[config.mk]
export PLATFORM = sky130hd
export DESIGN_NAME = preemptive_priority_scheduler
export DESIGN_NICKNAME = d
export VERILOG_FILES = /design/src/rtl/pps_pkg.sv /design/src/rtl/pps_ram.sv /design/src/rtl/preemptive_priority_scheduler.sv
export SDC_FILE = /design/constraint.sdc
export NUM_CORES = 2
export LEC_CHECK = 0
export BUFFER_PORTS_ARGS = -buffer_cell sky130_fd_sc_hd__buf_2
export CAP_MARGIN = 5
export CORE_ASPECT_RATIO = 2
export CORE_MARGIN = 3
export CORE_UTILIZATION = 50
export CTS_BUF_LIST = sky130_fd_sc_hd__clkbuf_4 sky130_fd_sc_hd__clkbuf_8
export DETAILED_ROUTE_END_ITERATION = 6
export PLACE_DENSITY = 0.66
export SLEW_MARGIN = 10
export SYNTH_ARGS = -nofsm -noshare
export SYNTH_HDL_FRONTEND = slang
export SYNTH_HIERARCHICAL = 1
export SYNTH_SLANG_ARGS = --single-unit
[constraint.sdc]
create_clock -name clk -period 12.05 [get_ports clk]
set_input_delay 2.41 -clock clk [delete_from_list [all_inputs] [get_ports clk]]
set_output_delay 2.41 -clock clk [all_outputs]
set_load 0.02 [all_outputs]
[src/rtl/pps_pkg.sv]
package pps_pkg;

	localparam logic [1:0] CMD_LOAD  = 2'd0;
	localparam logic [1:0] CMD_TICK  = 2'd1;
	localparam logic [1:0] CMD_CLEAR = 2'd2;

	localparam logic [15:0] TIME_MAX = 16'hFFFF;

	typedef struct packed {
		logic [1:0]  cmd;
		logic [15:0] arrival;
		logic [15:0] burst;
		logic [7:0]  prio;
	} in_t;

	typedef struct packed {
		logic        idle;
		logic [3:0]  process_id;
		logic        finished;
		logic [15:0] completion_time;
		logic [15:0] turnaround;
		logic [15:0] waiting;
		logic [31:0] total_turnaround;
		logic [31:0] total_waiting;
		logic        all_done;
		logic        error;
	} out_t;

	// one process table row, kept in a single RAM word
	typedef struct packed {
		logic [15:0] arrival;
		logic [15:0] burst;
		logic [15:0] remaining;
		logic [7:0]  prio;
	} entry_t;

endpackage

[src/rtl/pps_ram.sv]
module pps_ram #(
	parameter int WIDTH = 8,
	parameter int DEPTH = 16
) (
	input  logic                     clk,
	input  logic                     we,
	input  logic [$clog2(DEPTH)-1:0] waddr,
	input  logic [WIDTH-1:0]         wdata,
	input  logic [$clog2(DEPTH)-1:0] raddr,
	output logic [WIDTH-1:0]         rdata
);

	logic [WIDTH-1:0] mem [DEPTH];

	always_ff @(posedge clk) begin
		if (we) begin
			mem[waddr] <= wdata;
		end
		rdata <= mem[raddr];
	end

endmodule

[src/rtl/preemptive_priority_scheduler.sv]
// Channel   Ports                 Handshake
// --------  --------------------  ------------------------------------------
// command   start, busy, item     taken at a clock edge with start=1, busy=0
// result    strobe, result        one cycle wide, taken at the edge ending it
//
// Load, clear and the unused command: answered from idle, result in the next cycle,
// busy stays low so a new item can follow right away.
// Tick: busy through the scan, finish and report states (no scan with an empty
// table). The process table sits in one RAM with a registered read port; the scan
// issues one row read per cycle and judges each row when its read data returns,
// then the finish state updates the clock and the chosen row and the report state
// settles waiting time and totals. The result shows in the cycle busy drops.
// Reset (arst_n low) empties the table, the clock and the totals at once.
// The receiver cannot stall; each result is shown for one cycle only.
module preemptive_priority_scheduler #(
	parameter int MAX_PROCESSES = 16
) (
	input  logic           clk,
	input  logic           arst_n,
	input  logic           start,
	output logic           busy,
	input  pps_pkg::in_t   item,
	output logic           strobe,
	output pps_pkg::out_t  result
);

	localparam int IW = $clog2(MAX_PROCESSES);
	localparam int CW = $clog2(MAX_PROCESSES + 1);

	typedef enum logic [1:0] {
		ST_IDLE,
		ST_SCAN,
		ST_FINISH,
		ST_REPORT
	} state_t;

	state_t                 state_q;
	logic [CW-1:0]          count_q;
	logic [CW-1:0]          fin_cnt_q;
	logic [15:0]            time_q;
	logic [31:0]            tat_sum_q;
	logic [31:0]            wt_sum_q;
	logic [MAX_PROCESSES-1:0] done_q;

	// scan bookkeeping
	logic [CW-1:0]          iss_q;       // next row address to issue
	logic                   rd_valid_q;  // RAM output holds a row to judge
	logic [IW-1:0]          rd_slot_q;   // slot of that row
	logic                   found_q;
	logic [IW-1:0]          best_slot_q;
	pps_pkg::entry_t        best_q;

	// finish bookkeeping
	logic                   fin_q;
	logic [15:0]            tat_q;

	logic                   strobe_q;
	pps_pkg::out_t          result_q;
	logic                   strobe_d;
	pps_pkg::out_t          result_d;

	logic                   accept;
	logic                   full;
	logic [15:0]            burst_clamped;
	pps_pkg::entry_t        load_entry;
	pps_pkg::entry_t        rd_data;
	pps_pkg::entry_t        upd_entry;
	logic                   ram_we;
	logic [IW-1:0]          ram_waddr;
	pps_pkg::entry_t        ram_wdata;
	logic [IW-1:0]          ram_raddr;
	logic                   cand_ready;
	logic                   cand_better;
	logic [15:0]            time_next;
	logic [15:0]            rem_dec;
	logic [15:0]            tat_calc;
	logic [15:0]            wt_calc;
	logic [31:0]            tat_sum_next;
	logic [31:0]            wt_sum_next;

	assign accept = start && (state_q == ST_IDLE);
	assign busy   = (state_q != ST_IDLE);
	assign strobe = strobe_q;
	assign result = result_q;

	assign full          = (count_q >= CW'(MAX_PROCESSES));
	assign burst_clamped = (item.burst == 16'd0) ? 16'd1 : item.burst;

	always_comb begin
		load_entry.arrival   = item.arrival;
		load_entry.burst     = burst_clamped;
		load_entry.remaining = burst_clamped;
		load_entry.prio      = item.prio;
	end

	// clock advance and one unit of work for the chosen process
	assign time_next = (time_q != pps_pkg::TIME_MAX) ? time_q + 16'd1 : time_q;
	assign rem_dec   = (best_q.remaining != 16'd0) ? best_q.remaining - 16'd1 : 16'd0;
	assign tat_calc  = time_next - best_q.arrival;

	always_comb begin
		upd_entry           = best_q;
		upd_entry.remaining = rem_dec;
	end

	// waiting goes negative only after the clock saturates; clamp at zero
	assign wt_calc      = (tat_q >= best_q.burst) ? tat_q - best_q.burst : 16'd0;
	assign tat_sum_next = tat_sum_q + {16'd0, tat_q};
	assign wt_sum_next  = wt_sum_q + {16'd0, wt_calc};

	// RAM ports: loads and row updates never overlap a scan read
	always_comb begin
		ram_we    = 1'b0;
		ram_waddr = count_q[IW-1:0];
		ram_wdata = load_entry;
		if (state_q == ST_IDLE && accept && item.cmd == pps_pkg::CMD_LOAD && !full) begin
			ram_we = 1'b1;
		end else if (state_q == ST_FINISH && found_q) begin
			ram_we    = 1'b1;
			ram_waddr = best_slot_q;
			ram_wdata = upd_entry;
		end
	end

	assign ram_raddr = iss_q[IW-1:0];

	pps_ram #(
		.WIDTH($bits(pps_pkg::entry_t)),
		.DEPTH(MAX_PROCESSES)
	) u_table (
		.clk   (clk),
		.we    (ram_we),
		.waddr (ram_waddr),
		.wdata (ram_wdata),
		.raddr (ram_raddr),
		.rdata (rd_data)
	);

	// candidate judge: lower priority value wins, then earlier arrival;
	// strict compares keep the lower slot on a full tie
	assign cand_ready = rd_valid_q && !done_q[rd_slot_q] && (rd_data.arrival <= time_q);
	assign cand_better = !found_q ||
		(rd_data.prio < best_q.prio) ||
		((rd_data.prio == best_q.prio) && (rd_data.arrival < best_q.arrival));

	// next result item: short commands answer from ST_IDLE, a tick from ST_REPORT
	always_comb begin
		strobe_d = 1'b0;
		result_d = result_q;
		case (state_q)
			ST_IDLE: begin
				if (accept) begin
					result_d                  = '0;
					result_d.total_turnaround = tat_sum_q;
					result_d.total_waiting    = wt_sum_q;
					case (item.cmd)
						pps_pkg::CMD_LOAD: begin
							strobe_d = 1'b1;
							if (full) begin
								result_d.error    = 1'b1;
								result_d.all_done = (fin_cnt_q == count_q);
							end else begin
								result_d.process_id = 4'(count_q[IW-1:0]);
							end
						end
						pps_pkg::CMD_TICK: begin
						end
						pps_pkg::CMD_CLEAR: begin
							strobe_d = 1'b1;
							result_d = '0;
						end
						default: begin
							strobe_d          = 1'b1;
							result_d.all_done = (count_q != '0) && (fin_cnt_q == count_q);
						end
					endcase
				end
			end
			ST_REPORT: begin
				result_d      = '0;
				result_d.idle = !found_q;
				if (found_q) begin
					result_d.process_id = 4'(best_slot_q);
				end
				if (fin_q) begin
					result_d.finished         = 1'b1;
					result_d.completion_time  = time_q;
					result_d.turnaround       = tat_q;
					result_d.waiting          = wt_calc;
					result_d.total_turnaround = tat_sum_next;
					result_d.total_waiting    = wt_sum_next;
				end else begin
					result_d.total_turnaround = tat_sum_q;
					result_d.total_waiting    = wt_sum_q;
				end
				result_d.all_done = (count_q != '0) && (fin_cnt_q == count_q);
				strobe_d          = 1'b1;
			end
			default: begin
			end
		endcase
	end

	always_ff @(posedge clk or negedge arst_n) begin
		if (!arst_n) begin
			state_q     <= ST_IDLE;
			count_q     <= '0;
			fin_cnt_q   <= '0;
			time_q      <= '0;
			tat_sum_q   <= '0;
			wt_sum_q    <= '0;
			done_q      <= '0;
			iss_q       <= '0;
			rd_valid_q  <= 1'b0;
			rd_slot_q   <= '0;
			found_q     <= 1'b0;
			best_slot_q <= '0;
			best_q      <= '0;
			fin_q       <= 1'b0;
			tat_q       <= '0;
			strobe_q    <= 1'b0;
			result_q    <= '0;
		end else begin
			strobe_q <= strobe_d;
			result_q <= result_d;
			case (state_q)
				ST_IDLE: begin
					if (accept) begin
						case (item.cmd)
							pps_pkg::CMD_LOAD: begin
								if (!full) begin
									done_q[count_q[IW-1:0]] <= 1'b0;
									count_q                 <= count_q + CW'(1);
								end
							end
							pps_pkg::CMD_TICK: begin
								found_q    <= 1'b0;
								fin_q      <= 1'b0;
								tat_q      <= '0;
								iss_q      <= '0;
								rd_valid_q <= 1'b0;
								state_q    <= (count_q == '0) ? ST_FINISH : ST_SCAN;
							end
							pps_pkg::CMD_CLEAR: begin
								count_q   <= '0;
								fin_cnt_q <= '0;
								time_q    <= '0;
								tat_sum_q <= '0;
								wt_sum_q  <= '0;
								done_q    <= '0;
							end
							default: begin
							end
						endcase
					end
				end
				ST_SCAN: begin
					// issue row iss_q while judging the row read last cycle
					if (cand_ready && cand_better) begin
						found_q     <= 1'b1;
						best_slot_q <= rd_slot_q;
						best_q      <= rd_data;
					end
					if (iss_q == count_q) begin
						rd_valid_q <= 1'b0;
						state_q    <= ST_FINISH;
					end else begin
						rd_valid_q <= 1'b1;
						rd_slot_q  <= iss_q[IW-1:0];
						iss_q      <= iss_q + CW'(1);
					end
				end
				ST_FINISH: begin
					time_q <= time_next;
					if (found_q && rem_dec == 16'd0) begin
						done_q[best_slot_q] <= 1'b1;
						fin_cnt_q           <= fin_cnt_q + CW'(1);
						fin_q               <= 1'b1;
						tat_q               <= tat_calc;
					end
					state_q <= ST_REPORT;
				end
				ST_REPORT: begin
					if (fin_q) begin
						tat_sum_q <= tat_sum_next;
						wt_sum_q  <= wt_sum_next;
					end
					state_q <= ST_IDLE;
				end
				default: begin
					state_q <= ST_IDLE;
				end
			endcase
		end
	end

endmodule

==> results.yml <==
run_status:
  status: "finished, violations left"
  violations: "DRC"
floorplan:
  io-pin-count: 167
  die-area_sq_um: 112000
  die_h_um: 470
  die_w_um: 238
  core_sq_um: 107000
  start_util_pct: 50.5
  num_rows: 169
finish:
  n_fill_cell: 8409
  final_common_cell: "edfxtp_1"
  postLayoutCoreUtil_pct: 56.6
  final_nets: 4021
  final_cells: 5374
  final_cell_mix: "896 x edfxtp_1, 315 x dfrtp_1, 300 x nand2_1"
  fin_area_sq_um: 60300
  drive_gt1_share_pct: 22.4
  regArea_sq_um: 36000
  syn_to_final_growth_pct: 11.9
  multi_input_area_sq_um: 16800
global_route:
  grt_max_degree: 79
  grt_pass1_wl_um: 207000
  track_usage_pct: 24.7
  antenna_found_initial: 2
  grt.overflow.total: 0
  grt_pass1_vias: 33400
placed_design:
  gp_congestion: 0.907
  dp_slack_ps: 4950
  dp_cells: 5051
  port_buffers: 166
  dpl_cell_area_sq_um: 56500
  hpwl_um: 85700
clock_tree:
  clk_path_buf_depth: 3
  cts_tree: "done"
  cts.clk_slew.worst_paths_ps: 70
  cts.sinks: 1269
  insertion_delay_ps: 880
  cts-buffers-inserted: 171
  cts_setup_buffers: 0
  holdBufCountCts: 0
  cts_max_level: 4
  clock-root-buffer: "clkbuf_8"
  post_cts_resized: 0
routing:
  wl_um: 137000
  routed_via_density: 6.05
  drtIter0Drc: 2780
  drc: 1
  via_count: 32500
  wl_per_cell_um: 25.6
  drtPass1Iterations: 7
  ant_nets: 0
job:
  drv_cap: 0
synthesis:
  async_flop_share_pct: 25.0
  ys_seq_elements: 1269
  synth_top_cell_area_share_pct: 50.0
  seq_area_frac_synth_pct: 66.8
  avgSynthCellArea_sq_um: 14.9
  synth-main-ff-cell: "edfxtp_1"
  syn_nets: 3774
  yosysWarnings: 6
  yosys-top-cells-area: "edfxtp_1 50%, dfrtp_1 15%, mux4_2 9.6%, ha_1 2.6%, o21ai_0 2.6%"
  synth_top_cell_by_area: "edfxtp_1"
  syn_inst: 3611
  ys_types: 77
  synth_area_sq_um: 53900
  synth-edff-count: 896
sta:
  finClkSkew_ps: 48.3
  fin_crit_ps: 6260
  slew_viol_final: 0
  fin_ws_ps: 5790
  timing.fmax_ghz: 0.160
  max_slew.worst_pin.slew_ps: 1170
  final-hold-violation-count: 0
  setup_viol_count_final: 0
  period_share_pct: 52.0
  fin_setup_tns_ps: 0
  slew_headroom_pct: 21.5
  rsz0062_at_grt: "no"
power_and_ir_drop:
  p_sw_mw: 3.99
  pwr-share-comb_pct: 26.4
  switching_share_pct: 32.6
  p_per_area_nw_per_um2: 203
  pwr-share-seq_pct: 44.9
  ir_worst_vdd_v: 0.000111
  clockPowerShare_pct: 28.8
  p_int_mw: 8.23
  p_leak_nw: 22.0
critical_path:
  critPathMaxFanout: 37
  r2r-start: "tat_q[3]"
  worstSetupStartpointType: "input port"
  r2r_cells: 19
  critPathRequiredTime_ps: 12520
  reg2reg_slack_ps: 5860
  rr_endpoint: "result[33]"
  worstPathArrival_ps: 6730
  crit_type: "in -> reg"
  crit_path_end_kind: "flip-flop"
worst_hold_path:
  hold_end: "best_q[13]"
  whs_path_depth: 1
  worstHoldStart: "u_table/rdata[13]"
  hold_class: "reg -> reg"
==> synth_stat cells (all sizes together), types with 6 or more instances <==
library cell / count
a211oi: 6
a21o: 21
a21oi: 122
a221oi: 15
a22o: 34
a22oi: 115
a31oi: 51
a32o: 11
and2: 12
and3: 14
buf: 58
clkbuf: 140
dfrtp: 317
dfxtp: 56
edfxtp: 896
ha: 114
inv: 95
mux2: 65
mux2i: 12
mux4: 229
nand2: 301
nand2b: 20
nand3: 60
nand4: 33
nor2: 200
nor2b: 26
nor3: 49
nor4: 13
o211ai: 10
o21a: 18
o21ai: 283
o21bai: 8
o22ai: 7
o31ai: 24
or3: 21
or4: 6
xnor2: 50
xor2: 35
==> stage by stage <==
step | total power [mW] | hold slack [ps]
2_1_floorplan | 7.72 | 424
3_3_place_gp | 8.76 | 425
3_5_place_dp | 8.81 | 437
4_1_cts | 12.3 | 449
5_1_grt | 12.8 | 461
6_report | 12.2 | 449
==> worst max-delay path by stage <==
stage	startpoint	slack, ps	cells past startpoint	end
2_1_floorplan	start	3740	7	u_table/mem[0][0]
3_3_place_gp	start	5160	9	u_table/mem[15][17]
3_5_place_dp	start	4950	9	u_table/mem[11][19]
4_1_cts	start	5840	9	u_table/mem[15][28]
5_1_grt	tat_q[0]	5350	21	result[33]
6_report	start	5790	9	u_table/mem[15][28]
==> worst max-delay path, stage by stage <==
cell and delay (ps):
buf_2 100, nand2_1 150, nor4_1 820, nor2_1 120, buf_4 250, o21ai_0 770, nand2_1 490, nor2_4 790
buf_4 770
==> cell type report <==
cell class	instances	area share [%]
sequential	1269	59.7
antenna	1	0.00415
inverter	97	0.604
clock buffer	241	5.05
multi-input combinational	2047	27.9
tap	1368	2.84
timing repair buffer	272	2.74
clock inverter	79	1.21
==> registers in the layout, summed over array words and instances, names as in the netlist, 4 cells and up <==
| name | flops |
|---|---|
| fin_cnt_q | 5 |
| u_table/rdata | 56 |
| tat_q | 16 |
| best_slot_q | 4 |
| count_q | 5 |
| iss_q | 5 |
| u_table/mem | 896 |
| result | 120 |
| tat_sum_q | 32 |
| done_q | 16 |
| time_q | 16 |
| wt_sum_q | 32 |
| rd_slot_q | 4 |
| best_q | 56 |
==> power groups by stage <==
stage	clock, mW	sequential [mW]	combinational (mW)
finish	3.52	5.48	3.22
global route	3.79	5.52	3.53
CTS	3.60	5.49	3.25
detailed placement	0	5.58	3.24
global placement	0	5.56	3.19
floorplan	0	5.48	2.24
==> per-layer routing <==
metal	track usage [%]	part of all wire [%]	wire, um
met5	0	0	0
met4	11.4	4.8	6600
met3	4.27	6.0	8280
met2	44.5	53	73100
met1	28.6	36	49400
==> logic make-up (layout without fill, tap and decap cells) <==
family / after synthesis / in the layout / share of synthesized area, %
simple gates: 776 / 776 / 6.58
xor+xnor: 85 / 85 / 1.38
mux: 306 / 306 / 11.2
buf+inv: 295 / 689 / 2.41
flops: 1269 / 1269 / 66.8
compound gates: 762 / 762 / 8.91
fa+ha+maj: 118 / 118 / 2.80
other cells: 0 / 1 / 0
Power figures use the tool's default switching activity.
